**src/rfb_pkg.sv**
```systemverilog
// shared widths, constants and types of the rgb fade and bounce engine
package rfb_pkg;

   localparam int BYTE_W      = 8;
   localparam int COLOR_BYTES = 3;
   localparam int COLOR_W     = BYTE_W * COLOR_BYTES;
   localparam int PERIOD_W    = 31;
   localparam int TIME_W      = 32;
   localparam int SCALE_W     = 9;
   localparam int LIMIT_W     = 8;
   localparam int HALF_W      = 9;
   localparam int PCT_W       = 7;
   localparam int DUTY_W      = 8;
   localparam int NUM_OUT_CH  = 3;

   localparam int CSR_IDX_W   = 3;
   localparam int CSR_DATA_W  = 31;

   // percent scale, also the multiplier of the elapsed time
   localparam logic [PCT_W-1:0] PCT_FULL = 7'd100;

   // reciprocal of 100: floor(x/100) = (x*5243) >> 19 for x up to 25500
   localparam int RECIP_100_W     = 13;
   localparam int RECIP_100_SHIFT = 19;
   localparam logic [RECIP_100_W-1:0] RECIP_100 = 13'd5243;
   localparam int PROD1_W = PCT_W + BYTE_W;
   localparam int PROD2_W = PROD1_W + RECIP_100_W;

   // reciprocal of 255: floor(x/255) = (x*131587) >> 25 for x below 132626
   localparam int RECIP_255_W     = 18;
   localparam int RECIP_255_SHIFT = 25;
   localparam logic [RECIP_255_W-1:0] RECIP_255 = 18'd131587;
   localparam int SCALED_W = BYTE_W + SCALE_W;
   localparam int NORM_W   = SCALED_W + RECIP_255_W;
   localparam int NORM_HI_W = NORM_W - RECIP_255_SHIFT;
   localparam logic [DUTY_W-1:0] DUTY_MAX = 8'hFF;

   localparam logic [PERIOD_W-1:0] PERIOD_RST      = 31'd1000;
   localparam logic [SCALE_W-1:0]  SCALE_RED_RST   = 9'd160;
   localparam logic [SCALE_W-1:0]  SCALE_GREEN_RST = 9'd107;
   localparam logic [SCALE_W-1:0]  SCALE_BLUE_RST  = 9'd256;
   localparam logic [SCALE_W-1:0]  SCALE_UNITY     = 9'd256;

   typedef enum logic [CSR_IDX_W-1:0] {
      CSR_START_COLOR  = 3'd0,
      CSR_END_COLOR    = 3'd1,
      CSR_PERIOD_MS    = 3'd2,
      CSR_BOUNCE_MODE  = 3'd3,
      CSR_BOUNCE_LIMIT = 3'd4,
      CSR_SCALE_RED    = 3'd5,
      CSR_SCALE_GREEN  = 3'd6,
      CSR_SCALE_BLUE   = 3'd7
   } csr_index_type;

   typedef enum logic [3:0] {
      ST_IDLE   = 4'b0001,
      ST_DIVIDE = 4'b0010,
      ST_BLEND  = 4'b0100,
      ST_DONE   = 4'b1000
   } state_type;

   typedef enum logic [3:0] {
      PH_DIFF   = 4'b0001,
      PH_DIV100 = 4'b0010,
      PH_MIX    = 4'b0100,
      PH_SCALE  = 4'b1000
   } phase_type;

   typedef struct packed {
      logic                start;
      logic [TIME_W-1:0]   elapsed;
      logic [PERIOD_W-1:0] period;
   } div_req_type;

   typedef struct packed {
      logic             done;
      logic [PCT_W-1:0] pct;
   } div_rsp_type;

endpackage

```
**src/rfb_channels.sv**
```systemverilog
// valid/ready channel interfaces for requests, results and register writes
interface rfb_req_if;
   logic                      valid;
   logic                      ready;
   logic                      cmd;
   logic [rfb_pkg::TIME_W-1:0] now_ms;

   modport source (output valid, output cmd, output now_ms, input ready);
   modport sink   (input valid, input cmd, input now_ms, output ready);
endinterface

interface rfb_rsp_if;
   logic                      valid;
   logic                      ready;
   logic [rfb_pkg::DUTY_W-1:0] duty_red;
   logic [rfb_pkg::DUTY_W-1:0] duty_green;
   logic [rfb_pkg::DUTY_W-1:0] duty_blue;
   logic                      period_over;
   logic                      stopped;

   modport source (output valid, output duty_red, output duty_green, output duty_blue,
                   output period_over, output stopped, input ready);
   modport sink   (input valid, input duty_red, input duty_green, input duty_blue,
                   input period_over, input stopped, output ready);
endinterface

interface rfb_csr_if;
   logic                          valid;
   logic                          ready;
   logic [rfb_pkg::CSR_IDX_W-1:0]  index;
   logic [rfb_pkg::CSR_DATA_W-1:0] data;

   modport source (output valid, output index, output data, input ready);
   modport sink   (input valid, input index, input data, output ready);
endinterface

```
**src/rfb_pct_divider.sv**
```systemverilog
// bit-serial percent divider: min(100, floor(100*elapsed/period))
module rfb_pct_divider (
   input  logic                 clock,
   input  logic                 reset,
   input  rfb_pkg::div_req_type div_req,
   output rfb_pkg::div_rsp_type div_rsp
);

   localparam int NUM_W = rfb_pkg::PERIOD_W + rfb_pkg::PCT_W;
   localparam int CNT_W = $clog2(rfb_pkg::PCT_W);
   localparam logic [CNT_W-1:0] LAST_STEP = CNT_W'(rfb_pkg::PCT_W - 1);

   logic [rfb_pkg::TIME_W-1:0]   elapsed_ff, elapsed_in;
   logic [rfb_pkg::PERIOD_W-1:0] period_ff, period_in;
   logic [rfb_pkg::PERIOD_W-1:0] rem_ff, rem_in;
   logic [rfb_pkg::PCT_W-1:0]    low_ff, low_in;
   logic [rfb_pkg::PCT_W-1:0]    quot_ff, quot_in;
   logic [CNT_W-1:0]             cnt_ff, cnt_in;
   logic                         load_ff, load_in;
   logic                         run_ff, run_in;
   logic                         done_ff, done_in;

   logic [NUM_W-1:0]             numer;
   logic [rfb_pkg::PERIOD_W:0]   trial;
   logic                         fits;

   // quotient below 128 once elapsed < period, so seven steps suffice
   always_comb begin
      numer = NUM_W'(elapsed_ff[rfb_pkg::PERIOD_W-1:0]) * NUM_W'(rfb_pkg::PCT_FULL);
      trial = {rem_ff, low_ff[rfb_pkg::PCT_W-1]};
      fits  = (trial >= {1'b0, period_ff});

      elapsed_in = elapsed_ff;
      period_in  = period_ff;
      rem_in     = rem_ff;
      low_in     = low_ff;
      quot_in    = quot_ff;
      cnt_in     = cnt_ff;
      load_in    = 1'b0;
      run_in     = run_ff;
      done_in    = 1'b0;

      if (div_req.start) begin
         elapsed_in = div_req.elapsed;
         period_in  = div_req.period;
         load_in    = 1'b1;
      end

      if (load_ff) begin
         if (elapsed_ff >= {1'b0, period_ff}) begin
            quot_in = rfb_pkg::PCT_FULL;
            done_in = 1'b1;
         end else begin
            rem_in = numer[NUM_W-1:rfb_pkg::PCT_W];
            low_in = numer[rfb_pkg::PCT_W-1:0];
            cnt_in = '0;
            run_in = 1'b1;
         end
      end

      if (run_ff) begin
         rem_in  = fits ? rfb_pkg::PERIOD_W'(trial - {1'b0, period_ff})
                        : trial[rfb_pkg::PERIOD_W-1:0];
         quot_in = {quot_ff[rfb_pkg::PCT_W-2:0], fits};
         low_in  = {low_ff[rfb_pkg::PCT_W-2:0], 1'b0};
         cnt_in  = cnt_ff + CNT_W'(1);
         if (cnt_ff == LAST_STEP) begin
            run_in  = 1'b0;
            done_in = 1'b1;
         end
      end
   end

   always_ff @(posedge clock) begin
      if (reset) begin
         load_ff <= 1'b0;
         run_ff  <= 1'b0;
         done_ff <= 1'b0;
      end else begin
         load_ff <= load_in;
         run_ff  <= run_in;
         done_ff <= done_in;
      end
   end

   always_ff @(posedge clock) begin
      elapsed_ff <= elapsed_in;
      period_ff  <= period_in;
      rem_ff     <= rem_in;
      low_ff     <= low_in;
      quot_ff    <= quot_in;
      cnt_ff     <= cnt_in;
   end

   assign div_rsp.done = done_ff;
   assign div_rsp.pct  = quot_ff;

endmodule

```
**src/rgb_fade_bounce_engine_top.sv**
```systemverilog
// top level of the rgb fade and bounce engine
//
// usage
// - req_chan carries a request: cmd 1 starts an animation at now_ms, cmd 0 renders at now_ms
// - rsp_chan returns one result per request: three pwm duties, period_over and stopped
// - csr_chan writes the eight registers (colors, period, bounce mode and limit, scales);
//   it is always ready and is meant to be written only while no request is in flight
// - a render request runs through the bit-serial percent divider (seven steps) and then
//   the per-channel blend in its diff, div100, mix and scale steps through one shared
//   multiplier chain; a start request skips the divider and blends at zero percent
// - one request is worked at a time; a new request is taken as soon as the engine is
//   idle, even while the previous result still waits in the output register
// - if the receiver stalls, the finished result waits in the engine until the output
//   register frees, then goes out together with the animation state update
// - reset (synchronous) restores the register reset values, clears both color sets,
//   the bounce state and the begin time, and sets the active period to 1000 ms
module rgb_fade_bounce_engine_top #(
   parameter int NUM_CHANNELS = 3
) (
   input  logic     clock,
   input  logic     reset,
   rfb_req_if.sink  req_chan,
   rfb_rsp_if.source rsp_chan,
   rfb_csr_if.sink  csr_chan
);

   localparam int CH_W = (NUM_CHANNELS > 1) ? $clog2(NUM_CHANNELS) : 1;
   localparam logic [CH_W-1:0] LAST_CH = CH_W'(NUM_CHANNELS - 1);

   // configuration registers
   logic [rfb_pkg::COLOR_W-1:0]  start_color_ff, start_color_in;
   logic [rfb_pkg::COLOR_W-1:0]  end_color_ff, end_color_in;
   logic [rfb_pkg::PERIOD_W-1:0] period_ff, period_in;
   logic                         bounce_mode_ff, bounce_mode_in;
   logic [rfb_pkg::LIMIT_W-1:0]  bounce_limit_ff, bounce_limit_in;
   logic [rfb_pkg::SCALE_W-1:0]  scale_red_ff, scale_red_in;
   logic [rfb_pkg::SCALE_W-1:0]  scale_green_ff, scale_green_in;
   logic [rfb_pkg::SCALE_W-1:0]  scale_blue_ff, scale_blue_in;

   // animation state, color sets kept as rings that rotate by one channel per channel blended
   logic [rfb_pkg::BYTE_W-1:0]   from_ff [NUM_CHANNELS];
   logic [rfb_pkg::BYTE_W-1:0]   from_in [NUM_CHANNELS];
   logic [rfb_pkg::BYTE_W-1:0]   to_ff   [NUM_CHANNELS];
   logic [rfb_pkg::BYTE_W-1:0]   to_in   [NUM_CHANNELS];
   logic                         bouncing_ff, bouncing_in;
   logic [rfb_pkg::TIME_W-1:0]   begin_ff, begin_in;
   logic [rfb_pkg::PERIOD_W-1:0] active_period_ff, active_period_in;
   logic [rfb_pkg::HALF_W-1:0]   half_done_ff, half_done_in;
   logic [rfb_pkg::LIMIT_W-1:0]  limit_ff, limit_in;

   // sequencer
   rfb_pkg::state_type           state_ff, state_in;
   rfb_pkg::phase_type           phase_ff, phase_in;
   logic [CH_W-1:0]              ch_ff, ch_in;
   logic                         cmd_ff, cmd_in;
   logic [rfb_pkg::TIME_W-1:0]   now_ff, now_in;
   logic [rfb_pkg::PCT_W-1:0]    pct_ff, pct_in;
   logic                         reached_ff, reached_in;

   // blend datapath
   logic [rfb_pkg::BYTE_W-1:0]   from_hold_ff, from_hold_in;
   logic [rfb_pkg::BYTE_W-1:0]   to_hold_ff, to_hold_in;
   logic                         neg_ff, neg_in;
   logic [rfb_pkg::SCALE_W-1:0]  scale_hold_ff, scale_hold_in;
   logic [rfb_pkg::PROD1_W-1:0]  prod1_ff, prod1_in;
   logic [rfb_pkg::PROD2_W-1:0]  prod2_ff, prod2_in;
   logic [rfb_pkg::SCALED_W-1:0] x_ff, x_in;
   logic [rfb_pkg::DUTY_W-1:0]   duty_ff [rfb_pkg::NUM_OUT_CH];
   logic [rfb_pkg::DUTY_W-1:0]   duty_in [rfb_pkg::NUM_OUT_CH];

   // output register
   logic                         rsp_valid_ff, rsp_valid_in;
   logic [rfb_pkg::DUTY_W-1:0]   rsp_duty_ff [rfb_pkg::NUM_OUT_CH];
   logic [rfb_pkg::DUTY_W-1:0]   rsp_duty_in [rfb_pkg::NUM_OUT_CH];
   logic                         rsp_over_ff, rsp_over_in;
   logic                         rsp_stop_ff, rsp_stop_in;

   // combinational helpers
   logic [rfb_pkg::BYTE_W-1:0]   start_byte [NUM_CHANNELS];
   logic [rfb_pkg::BYTE_W-1:0]   end_byte   [NUM_CHANNELS];
   logic                         req_accept;
   logic                         rsp_free;
   logic [rfb_pkg::SCALE_W-1:0]  scale_sel;
   logic                         head_neg;
   logic [rfb_pkg::BYTE_W-1:0]   head_mag;
   logic [rfb_pkg::BYTE_W-1:0]   mix_q;
   logic [rfb_pkg::BYTE_W-1:0]   mix_col;
   logic [rfb_pkg::NORM_W-1:0]   norm;
   logic [rfb_pkg::NORM_HI_W-1:0] norm_hi;
   logic [rfb_pkg::DUTY_W-1:0]   duty_val;
   logic                         bounce_hit;
   logic [rfb_pkg::HALF_W-1:0]   half_next;
   logic                         stop_now;
   logic [rfb_pkg::TIME_W-1:0]   begin_next;
   logic [rfb_pkg::TIME_W-1:0]   elapsed_next;
   logic                         over_next;

   rfb_pkg::div_req_type         div_req;
   rfb_pkg::div_rsp_type         div_rsp;

   rfb_pct_divider u_pct_divider (
      .clock   (clock),
      .reset   (reset),
      .div_req (div_req),
      .div_rsp (div_rsp)
   );

   // channel i takes byte NUM_CHANNELS-1-i of the packed colors, zero past the top byte
   for (genvar i = 0; i < NUM_CHANNELS; i++) begin : g_bytes
      localparam int BYTE_POS = NUM_CHANNELS - 1 - i;
      if (BYTE_POS < rfb_pkg::COLOR_BYTES) begin : g_in_range
         assign start_byte[i] = start_color_ff[rfb_pkg::BYTE_W*BYTE_POS +: rfb_pkg::BYTE_W];
         assign end_byte[i]   = end_color_ff[rfb_pkg::BYTE_W*BYTE_POS +: rfb_pkg::BYTE_W];
      end else begin : g_out_range
         assign start_byte[i] = '0;
         assign end_byte[i]   = '0;
      end
   end

   assign req_accept     = req_chan.valid && req_chan.ready;
   assign req_chan.ready = (state_ff == rfb_pkg::ST_IDLE);
   assign csr_chan.ready = 1'b1;
   assign rsp_free       = !rsp_valid_ff || rsp_chan.ready;

   // datapath pieces
   always_comb begin
      // scale of the channel at the head of the ring
      scale_sel = rfb_pkg::SCALE_UNITY;
      if (NUM_CHANNELS > 0 && ch_ff == CH_W'(0)) begin
         scale_sel = scale_red_ff;
      end
      if (NUM_CHANNELS > 1 && ch_ff == CH_W'(1)) begin
         scale_sel = scale_green_ff;
      end
      if (NUM_CHANNELS > 2 && ch_ff == CH_W'(2)) begin
         scale_sel = scale_blue_ff;
      end

      // sign and magnitude of to - from
      head_neg = (to_ff[0] < from_ff[0]);
      head_mag = head_neg ? (from_ff[0] - to_ff[0]) : (to_ff[0] - from_ff[0]);

      // truncation toward zero: divide the magnitude, then apply the sign
      mix_q   = prod2_ff[rfb_pkg::RECIP_100_SHIFT +: rfb_pkg::BYTE_W];
      mix_col = neg_ff ? (from_hold_ff - mix_q) : (from_hold_ff + mix_q);

      // duty = min(255, color*scale/255)
      norm     = rfb_pkg::NORM_W'(x_ff) * rfb_pkg::NORM_W'(rfb_pkg::RECIP_255);
      norm_hi  = norm[rfb_pkg::NORM_W-1:rfb_pkg::RECIP_255_SHIFT];
      duty_val = (norm_hi > rfb_pkg::NORM_HI_W'(rfb_pkg::DUTY_MAX)) ? rfb_pkg::DUTY_MAX
                                                                    : norm_hi[rfb_pkg::DUTY_W-1:0];

      // bounce bookkeeping at the end of a render
      bounce_hit   = bouncing_ff && reached_ff && !cmd_ff;
      half_next    = half_done_ff + rfb_pkg::HALF_W'(1);
      stop_now     = bounce_hit && (limit_ff != '0)
                     && (half_next[rfb_pkg::HALF_W-1:1] == limit_ff);
      begin_next   = !bounce_hit ? begin_ff : (stop_now ? '0 : now_ff);
      elapsed_next = now_ff - begin_next;
      over_next    = (elapsed_next > {1'b0, active_period_ff});
   end

   // next-state logic
   always_comb begin
      start_color_in   = start_color_ff;
      end_color_in     = end_color_ff;
      period_in        = period_ff;
      bounce_mode_in   = bounce_mode_ff;
      bounce_limit_in  = bounce_limit_ff;
      scale_red_in     = scale_red_ff;
      scale_green_in   = scale_green_ff;
      scale_blue_in    = scale_blue_ff;

      for (int i = 0; i < NUM_CHANNELS; i++) begin
         from_in[i] = from_ff[i];
         to_in[i]   = to_ff[i];
      end
      bouncing_in      = bouncing_ff;
      begin_in         = begin_ff;
      active_period_in = active_period_ff;
      half_done_in     = half_done_ff;
      limit_in         = limit_ff;

      state_in   = state_ff;
      phase_in   = phase_ff;
      ch_in      = ch_ff;
      cmd_in     = cmd_ff;
      now_in     = now_ff;
      pct_in     = pct_ff;
      reached_in = reached_ff;

      from_hold_in  = from_hold_ff;
      to_hold_in    = to_hold_ff;
      neg_in        = neg_ff;
      scale_hold_in = scale_hold_ff;
      prod1_in      = prod1_ff;
      prod2_in      = prod2_ff;
      x_in          = x_ff;
      for (int k = 0; k < rfb_pkg::NUM_OUT_CH; k++) begin
         duty_in[k]     = duty_ff[k];
         rsp_duty_in[k] = rsp_duty_ff[k];
      end

      rsp_valid_in = rsp_valid_ff && !rsp_chan.ready;
      rsp_over_in  = rsp_over_ff;
      rsp_stop_in  = rsp_stop_ff;

      div_req = '0;

      // register writes
      if (csr_chan.valid) begin
         case (rfb_pkg::csr_index_type'(csr_chan.index))
            rfb_pkg::CSR_START_COLOR: begin
               start_color_in = csr_chan.data[rfb_pkg::COLOR_W-1:0];
            end
            rfb_pkg::CSR_END_COLOR: begin
               end_color_in = csr_chan.data[rfb_pkg::COLOR_W-1:0];
            end
            rfb_pkg::CSR_PERIOD_MS: begin
               period_in = csr_chan.data[rfb_pkg::PERIOD_W-1:0];
            end
            rfb_pkg::CSR_BOUNCE_MODE: begin
               bounce_mode_in = csr_chan.data[0];
            end
            rfb_pkg::CSR_BOUNCE_LIMIT: begin
               bounce_limit_in = csr_chan.data[rfb_pkg::LIMIT_W-1:0];
            end
            rfb_pkg::CSR_SCALE_RED: begin
               scale_red_in = csr_chan.data[rfb_pkg::SCALE_W-1:0];
            end
            rfb_pkg::CSR_SCALE_GREEN: begin
               scale_green_in = csr_chan.data[rfb_pkg::SCALE_W-1:0];
            end
            rfb_pkg::CSR_SCALE_BLUE: begin
               scale_blue_in = csr_chan.data[rfb_pkg::SCALE_W-1:0];
            end
            default: begin
               start_color_in = start_color_ff;
            end
         endcase
      end

      case (state_ff)
         rfb_pkg::ST_IDLE: begin
            if (req_accept) begin
               cmd_in     = req_chan.cmd;
               now_in     = req_chan.now_ms;
               ch_in      = '0;
               phase_in   = rfb_pkg::PH_DIFF;
               reached_in = 1'b1;
               for (int k = 0; k < rfb_pkg::NUM_OUT_CH; k++) begin
                  duty_in[k] = '0;
               end
               if (req_chan.cmd) begin
                  // start: latch endpoints, blend at zero percent shows the start color (black in bounce mode)
                  for (int i = 0; i < NUM_CHANNELS; i++) begin
                     from_in[i] = bounce_mode_ff ? '0 : start_byte[i];
                     to_in[i]   = end_byte[i];
                  end
                  bouncing_in      = bounce_mode_ff;
                  limit_in         = bounce_mode_ff ? bounce_limit_ff : '0;
                  half_done_in     = '0;
                  begin_in         = req_chan.now_ms;
                  active_period_in = bounce_mode_ff ? {1'b0, period_ff[rfb_pkg::PERIOD_W-1:1]}
                                                    : period_ff;
                  pct_in           = '0;
                  state_in         = rfb_pkg::ST_BLEND;
               end else begin
                  div_req.start   = 1'b1;
                  div_req.elapsed = req_chan.now_ms - begin_ff;
                  div_req.period  = active_period_ff;
                  state_in        = rfb_pkg::ST_DIVIDE;
               end
            end
         end

         rfb_pkg::ST_DIVIDE: begin
            if (div_rsp.done) begin
               pct_in   = div_rsp.pct;
               state_in = rfb_pkg::ST_BLEND;
            end
         end

         rfb_pkg::ST_BLEND: begin
            case (phase_ff)
               rfb_pkg::PH_DIFF: begin
                  from_hold_in  = from_ff[0];
                  to_hold_in    = to_ff[0];
                  neg_in        = head_neg;
                  scale_hold_in = scale_sel;
                  prod1_in      = rfb_pkg::PROD1_W'(pct_ff) * rfb_pkg::PROD1_W'(head_mag);
                  // rotate both rings so the next channel comes to the head
                  for (int i = 0; i < NUM_CHANNELS; i++) begin
                     from_in[i] = from_ff[(i == NUM_CHANNELS - 1) ? 0 : i + 1];
                     to_in[i]   = to_ff[(i == NUM_CHANNELS - 1) ? 0 : i + 1];
                  end
                  phase_in = rfb_pkg::PH_DIV100;
               end
               rfb_pkg::PH_DIV100: begin
                  prod2_in = rfb_pkg::PROD2_W'(prod1_ff) * rfb_pkg::PROD2_W'(rfb_pkg::RECIP_100);
                  phase_in = rfb_pkg::PH_MIX;
               end
               rfb_pkg::PH_MIX: begin
                  if (mix_col != to_hold_ff) begin
                     reached_in = 1'b0;
                  end
                  x_in     = rfb_pkg::SCALED_W'(mix_col) * rfb_pkg::SCALED_W'(scale_hold_ff);
                  phase_in = rfb_pkg::PH_SCALE;
               end
               rfb_pkg::PH_SCALE: begin
                  for (int k = 0; k < rfb_pkg::NUM_OUT_CH; k++) begin
                     if (k < NUM_CHANNELS && ch_ff == CH_W'(k)) begin
                        duty_in[k] = duty_val;
                     end
                  end
                  phase_in = rfb_pkg::PH_DIFF;
                  if (ch_ff == LAST_CH) begin
                     state_in = rfb_pkg::ST_DONE;
                  end else begin
                     ch_in = ch_ff + CH_W'(1);
                  end
               end
               default: begin
                  phase_in = rfb_pkg::PH_DIFF;
               end
            endcase
         end

         rfb_pkg::ST_DONE: begin
            // result and state update go together once the output register is free
            if (rsp_free) begin
               rsp_valid_in = 1'b1;
               for (int k = 0; k < rfb_pkg::NUM_OUT_CH; k++) begin
                  rsp_duty_in[k] = stop_now ? '0 : duty_ff[k];
               end
               rsp_over_in = over_next;
               rsp_stop_in = stop_now;
               if (bounce_hit) begin
                  if (limit_ff != '0) begin
                     half_done_in = half_next;
                  end
                  if (stop_now) begin
                     for (int i = 0; i < NUM_CHANNELS; i++) begin
                        from_in[i] = '0;
                        to_in[i]   = '0;
                     end
                     bouncing_in = 1'b0;
                  end else begin
                     for (int i = 0; i < NUM_CHANNELS; i++) begin
                        from_in[i] = to_ff[i];
                        to_in[i]   = from_ff[i];
                     end
                  end
                  begin_in = begin_next;
               end
               state_in = rfb_pkg::ST_IDLE;
            end
         end

         default: begin
            state_in = rfb_pkg::ST_IDLE;
         end
      endcase
   end

   // control, configuration and animation state
   always_ff @(posedge clock) begin
      if (reset) begin
         state_ff        <= rfb_pkg::ST_IDLE;
         phase_ff        <= rfb_pkg::PH_DIFF;
         rsp_valid_ff    <= 1'b0;
         start_color_ff  <= '0;
         end_color_ff    <= '0;
         period_ff       <= rfb_pkg::PERIOD_RST;
         bounce_mode_ff  <= 1'b0;
         bounce_limit_ff <= '0;
         scale_red_ff    <= rfb_pkg::SCALE_RED_RST;
         scale_green_ff  <= rfb_pkg::SCALE_GREEN_RST;
         scale_blue_ff   <= rfb_pkg::SCALE_BLUE_RST;
         for (int i = 0; i < NUM_CHANNELS; i++) begin
            from_ff[i] <= '0;
            to_ff[i]   <= '0;
         end
         bouncing_ff      <= 1'b0;
         begin_ff         <= '0;
         active_period_ff <= rfb_pkg::PERIOD_RST;
         half_done_ff     <= '0;
         limit_ff         <= '0;
      end else begin
         state_ff        <= state_in;
         phase_ff        <= phase_in;
         rsp_valid_ff    <= rsp_valid_in;
         start_color_ff  <= start_color_in;
         end_color_ff    <= end_color_in;
         period_ff       <= period_in;
         bounce_mode_ff  <= bounce_mode_in;
         bounce_limit_ff <= bounce_limit_in;
         scale_red_ff    <= scale_red_in;
         scale_green_ff  <= scale_green_in;
         scale_blue_ff   <= scale_blue_in;
         for (int i = 0; i < NUM_CHANNELS; i++) begin
            from_ff[i] <= from_in[i];
            to_ff[i]   <= to_in[i];
         end
         bouncing_ff      <= bouncing_in;
         begin_ff         <= begin_in;
         active_period_ff <= active_period_in;
         half_done_ff     <= half_done_in;
         limit_ff         <= limit_in;
      end
   end

   // payload registers
   always_ff @(posedge clock) begin
      ch_ff         <= ch_in;
      cmd_ff        <= cmd_in;
      now_ff        <= now_in;
      pct_ff        <= pct_in;
      reached_ff    <= reached_in;
      from_hold_ff  <= from_hold_in;
      to_hold_ff    <= to_hold_in;
      neg_ff        <= neg_in;
      scale_hold_ff <= scale_hold_in;
      prod1_ff      <= prod1_in;
      prod2_ff      <= prod2_in;
      x_ff          <= x_in;
      for (int k = 0; k < rfb_pkg::NUM_OUT_CH; k++) begin
         duty_ff[k]     <= duty_in[k];
         rsp_duty_ff[k] <= rsp_duty_in[k];
      end
      rsp_over_ff <= rsp_over_in;
      rsp_stop_ff <= rsp_stop_in;
   end

   assign rsp_chan.valid       = rsp_valid_ff;
   assign rsp_chan.duty_red    = rsp_duty_ff[0];
   assign rsp_chan.duty_green  = rsp_duty_ff[1];
   assign rsp_chan.duty_blue   = rsp_duty_ff[2];
   assign rsp_chan.period_over = rsp_over_ff;
   assign rsp_chan.stopped     = rsp_stop_ff;

   // checks
   a_pct_range: assert property (@(posedge clock) disable iff (reset)
      div_rsp.done |-> (div_rsp.pct <= rfb_pkg::PCT_FULL))
      else $error("percent from divider above 100");

   a_accept_busy: assert property (@(posedge clock) disable iff (reset)
      req_accept |=> (state_ff != rfb_pkg::ST_IDLE))
      else $error("request accepted but engine stayed idle");

   a_ch_range: assert property (@(posedge clock) disable iff (reset)
      (state_ff == rfb_pkg::ST_BLEND) |-> (ch_ff <= LAST_CH))
      else $error("channel counter past last channel");

   a_stop_dark: assert property (@(posedge clock) disable iff (reset)
      (rsp_valid_ff && rsp_stop_ff) |-> (rsp_duty_ff[0] == '0 && rsp_duty_ff[1] == '0
                                         && rsp_duty_ff[2] == '0))
      else $error("stopped result with lights on");

   a_stop_clears: assert property (@(posedge clock) disable iff (reset)
      (state_ff == rfb_pkg::ST_DONE && rsp_free && stop_now)
      |=> (!bouncing_ff && begin_ff == '0))
      else $error("bounce limit reached but bounce state not cleared");

endmodule

```
**src/flat_wrapper.sv**
```systemverilog
// flat-port wrapper written by rule: the top's interface ports become plain ports
module rgb_fade_bounce_engine_top_flat 
#(
   parameter int NUM_CHANNELS = 3
)
  (clock, reset, req_chan_valid, req_chan_cmd, req_chan_now_ms, req_chan_ready, rsp_chan_valid, rsp_chan_duty_red, rsp_chan_duty_green, rsp_chan_duty_blue, rsp_chan_period_over, rsp_chan_stopped, rsp_chan_ready, csr_chan_valid, csr_chan_index, csr_chan_data, csr_chan_ready);
  rfb_req_if req_chan_i ();
  rfb_rsp_if rsp_chan_i ();
  rfb_csr_if csr_chan_i ();
  input  logic clock;
  input  logic reset;
  input wire logic [$bits(req_chan_i.valid)-1:0] req_chan_valid;
  input wire logic [$bits(req_chan_i.cmd)-1:0] req_chan_cmd;
  input wire logic [$bits(req_chan_i.now_ms)-1:0] req_chan_now_ms;
  output wire logic [$bits(req_chan_i.ready)-1:0] req_chan_ready;
  output wire logic [$bits(rsp_chan_i.valid)-1:0] rsp_chan_valid;
  output wire logic [$bits(rsp_chan_i.duty_red)-1:0] rsp_chan_duty_red;
  output wire logic [$bits(rsp_chan_i.duty_green)-1:0] rsp_chan_duty_green;
  output wire logic [$bits(rsp_chan_i.duty_blue)-1:0] rsp_chan_duty_blue;
  output wire logic [$bits(rsp_chan_i.period_over)-1:0] rsp_chan_period_over;
  output wire logic [$bits(rsp_chan_i.stopped)-1:0] rsp_chan_stopped;
  input wire logic [$bits(rsp_chan_i.ready)-1:0] rsp_chan_ready;
  input wire logic [$bits(csr_chan_i.valid)-1:0] csr_chan_valid;
  input wire logic [$bits(csr_chan_i.index)-1:0] csr_chan_index;
  input wire logic [$bits(csr_chan_i.data)-1:0] csr_chan_data;
  output wire logic [$bits(csr_chan_i.ready)-1:0] csr_chan_ready;
  assign req_chan_i.valid = req_chan_valid;
  assign req_chan_i.cmd = req_chan_cmd;
  assign req_chan_i.now_ms = req_chan_now_ms;
  assign req_chan_ready = req_chan_i.ready;
  assign rsp_chan_valid = rsp_chan_i.valid;
  assign rsp_chan_duty_red = rsp_chan_i.duty_red;
  assign rsp_chan_duty_green = rsp_chan_i.duty_green;
  assign rsp_chan_duty_blue = rsp_chan_i.duty_blue;
  assign rsp_chan_period_over = rsp_chan_i.period_over;
  assign rsp_chan_stopped = rsp_chan_i.stopped;
  assign rsp_chan_i.ready = rsp_chan_ready;
  assign csr_chan_i.valid = csr_chan_valid;
  assign csr_chan_i.index = csr_chan_index;
  assign csr_chan_i.data = csr_chan_data;
  assign csr_chan_ready = csr_chan_i.ready;
  rgb_fade_bounce_engine_top #(.NUM_CHANNELS(NUM_CHANNELS)) u_core (.clock(clock), .reset(reset), .req_chan(req_chan_i), .rsp_chan(rsp_chan_i), .csr_chan(csr_chan_i));
endmodule
```
**config.mk**
```make
export PLATFORM = sky130hd
export DESIGN_NAME = rgb_fade_bounce_engine_top_flat
export DESIGN_NICKNAME = d
export VERILOG_FILES = /design/src/rfb_pkg.sv /design/src/rfb_channels.sv /design/src/rfb_pct_divider.sv /design/src/rgb_fade_bounce_engine_top.sv /design/src/flat_wrapper.sv
export SDC_FILE = /design/constraint.sdc
export NUM_CORES = 2
export LEC_CHECK = 0
export ABC_AREA = 1
export BUFFER_PORTS_ARGS = -buffer_cell sky130_fd_sc_hd__buf_2
export CORE_UTILIZATION = 55
export CTS_CLUSTER_SIZE = 28
export DETAILED_ROUTE_END_ITERATION = 10
export GPL_TIMING_DRIVEN = 0
export PLACE_DENSITY = 0.78
export REMOVE_ABC_BUFFERS = 1
export SETUP_SLACK_MARGIN = 0.5
export SYNTH_ARGS = -nofsm -noshare
export SYNTH_HDL_FRONTEND = slang
export SYNTH_SLANG_ARGS = --single-unit
```
**constraint.sdc**
```tcl
create_clock -name clock -period 8.5 [get_ports clock]
set_input_delay 0.425 -clock clock [delete_from_list [all_inputs] [get_ports clock]]
set_output_delay 0.425 -clock clock [all_outputs]
set_load 0.03 [all_outputs]
```
==> flow_summary.json <==
{
  "status": "completed",
  "core.rowCount": 100,
  "combPwrFrac_pct": 54.3,
  "synth-edff-count": 268,
  "maxCapViolCount": 0,
  "p_clk_share_pct": 20.2,
  "syn_area_mm2": 0.04150,
  "pre_cts_slack_ns": 0.9143,
  "cts_buffers": 56,
  "path_buf_inv": 6,
  "synthArstFlopShare_pct": 0,
  "p_leak_uw": 0.02102,
  "p_seq_share_pct": 25.5,
  "post-synth-top-count-cell": "inv_1",
  "timing.fmax_ghz": 0.1337,
  "cts-root-buf": "clkbuf_16",
  "holdWs_ns": 0.02832,
  "drt_first_pass_iters": 6,
  "place_congestion": 0.9624,
  "clk_latency_ns": 0.64,
  "drive_above_1_share_pct": 5.746,
  "first_global_vias": 33060,
  "worst_pin_slew_ns": 1.367,
  "fin_setup_tns_ns": 0,
  "final_util_pct": 60.69,
  "syn_to_final_growth_pct": 9.054,
  "wire_per_inst_um": 16.63,
  "numPortBuffers": 99,
  "relSlewSlack_pct": 8.839,
  "final_antenna_net_count": 0,
  "antenna_found_initial": 4,
  "dp_hpwl_um": 79440,
  "cts_tree": "built",
  "synth-seq-area-share_pct": 31.74,
  "drt-total-wl_um": 103200,
  "p_sw_share_pct": 42.42,
  "io-pin-count": 101,
  "vias": 34630,
  "synthFlopType": "edfxtp_1",
  "cts_sinks": 524,
  "synth_common_cells": "880 x inv_1, 851 x nand2_1, 577 x nor2_1",
  "timing.final.crit_period_ns": 7.479,
  "synthDistinctLibCells": 68,
  "syn_inst": 5143,
  "powerDensity_mw_per_mm2": 281.4,
  "finalSetupViolations": 0,
  "start_util_pct": 55.65,
  "drc": 0,
  "core_area_mm2": 0.07457,
  "ctsHtreeMaxLevel": 2,
  "yosysWarnings": 0,
  "grt_start_max_net_pins": 113,
  "critical_path_class": "reg -> reg",
  "cp.required_ns": 8.88,
  "critPathMaxFanout": 11,
  "cp-start-kind": "flip-flop",
  "die_h_um": 276.7,
  "gr-total-overflow": 0,
  "clk_pin_slew_ns": 0.06,
  "max_stage_delay_ns": 0.54,
  "p_int_uw": 7333,
  "die_width_um": 276.7,
  "drt_iter0_drc": 2608,
  "dieArea_mm2": 0.07655,
  "synth_largest_area_cell": "edfxtp_1",
  "ys_ff_latch": 524,
  "cp.arrival_ns": 7.86,
  "clockBufferDepth": 3,
  "cp-end-kind": "flip-flop",
  "synth_area_per_cell_um2": 8.069,
  "grt_usage_pct": 26.62,
  "vias_per_cell": 5.577,
  "crit_top_cell": "inv_1",
  "worst_path_max_delay_cell": "fa_1",
  "total_power_uw": 12740,
  "setup_ws_ns": 1.021,
  "fin_nets": 5986,
  "finalClockSkew_ns": 0.05402,
  "period_share_pct": 87.99,
  "switchingPower_uw": 5402,
  "min_path_type": "in -> reg",
  "grt_setup_unrepaired": "false",
  "netlist.area_leader.share_pct": 19.39,
  "slew_violations": 0,
  "crit_family": "adder cells",
  "hold_violations": 0,
  "ir_worst_vdd_mv": 0.3737,
  "grt_pass1_wl_um": 167200,
  "netlist_top_cells_area": "edfxtp_1 19%, ha_1 16%, dfxtp_1 12%"
}
-- stage by stage --
step | area [um2] | cells
finish | 45260 | 6209
global route | 45260 | 6209
CTS | 45220 | 6206
detailed placement | 43160 | 6089
global placement | 42650 | 6066
floorplan | 40940 | 4998
-- registers in the layout (all words and copies together), names as in the netlist, 9 cells and up --
signal	count
u_core.duty_ff	24
u_core.to_ff	24
u_core.half_done_ff	9
u_core.period_ff	31
u_core.start_byte	24
u_core.u_pct_divider.period_ff	31
u_core.rsp_duty_ff	24
u_core.x_ff	17
u_core.active_period_ff	31
u_core.u_pct_divider.elapsed_ff	32
u_core.scale_blue_ff	9
u_core.prod1_ff	15
u_core.begin_ff	32
u_core.from_ff	24
u_core.end_byte	24
u_core.scale_red_ff	9
u_core.scale_hold_ff	9
u_core.now_ff	32
u_core.u_pct_divider.rem_ff	31
u_core.scale_green_ff	9
-- worst reg2reg max path, delay by kind of cell (launching register included) --
family                   cells  cell delay, ns
XOR/XNOR                     1            0.13
flip-flops                   1            0.49
buffers and inverters        6            0.57
AND/OR/NAND/NOR             11            1.26
AO/OA/AOI/OAI                8            1.74
adder cells (fa/ha/maj)      7            3.01
-- metal layers --
metal | vias to the layer above | routed length, um | part of all wire, % | track usage (%)
met5 | - | 27 | 0.026 | 0
met4 | 4 | 3086 | 3.0 | 8.162
met3 | 178 | 7165 | 6.9 | 3.594
met2 | 1073 | 46360 | 45 | 43.08
met1 | 16250 | 46610 | 45 | 37.02
li1 | 17130 | - | - | -
-- power by group through the flow --
stage / Clock (uW) / Combinational [uW] / Sequential [uW]
CTS: 2610 / 6900 / 3240
floorplan: 0 / 5240 / 3250
global placement: 0 / 6520 / 3290
detailed placement: 0 / 6740 / 3290
global route: 2690 / 7960 / 3260
finish: 2580 / 6910 / 3240
-- layout by cell type, fill, tap and decap left out, drive strengths merged, types with 5 or more instances in the layout --
cell and n:
bufinv 5, clkinv 18, edfxtp 268, a41oi 50, dfxtp 256, inv 892, a31oi 47, a221oi 36
nor3 28, o21ai 361, xor2 79, o21bai 11, o22ai 25, a21boi 16, xnor2 40, nand4 33
o311ai 7, or2 23, a21o 7, a211oi 27, o211ai 15, a21oi 366, nand3 156, dlygate4sd3 12
fa 182, o31ai 6, nand2 870, ha 541, nand3b 6, buf 123, clkbuf 82, o221ai 11
nor4 12, nor2 582, o21a 22
-- what timing repair did --
item | in CTS | in global routing
hold buffers | 12 | 0
setup buffers | 0 | 0
hold endpoints to repair | 12 | 0
gates resized for setup | 0 | 1
setup endpoints to repair | 0 | 1
-- path summary, 6_finish.rpt --
check                                        startpoint                                     to  slack, ns  cells past startpoint
setup / recovery      u_core.from_ff[0][0]$_SDFFE_PP0P_          u_core.prod1_ff[14]$_DFFE_PP_       1.02                     33
hold / removal                        csr_chan_data[27]      u_core.period_ff[27]$_SDFFE_PP0P_       0.03                      3
setup reg to reg      u_core.from_ff[0][0]$_SDFFE_PP0P_          u_core.prod1_ff[14]$_DFFE_PP_       1.02                     33
hold reg to reg   u_core.scale_green_ff[6]$_SDFFE_PP1P_  u_core.scale_green_ff[6]$_SDFFE_PP1P_       0.46                      2
-- final cells by class --
type | instances | area, um2
sequential | 524 | 13180
multi-input combinational | 3580 | 24490
tap | 969 | 1212
inverter | 894 | 3361
antenna | 2 | 5.005
clock buffer | 82 | 1643
fill | 6441 | 29320
timing repair buffer | 135 | 1069
clock inverter | 23 | 302.8
-- kinds of logic after synthesis --
group           Yosys count  synth area share (%)
simple gates           1718                 16.94
other cells               1              0.009036
flops                   524                 31.74
mux                       1               0.02412
compound gates         1018                 14.25
buf+inv                1039                 9.434
xor+xnor                119                 2.512
fa+ha+maj               723                 25.09
Note: power is estimated with default switching activity, not from simulation.
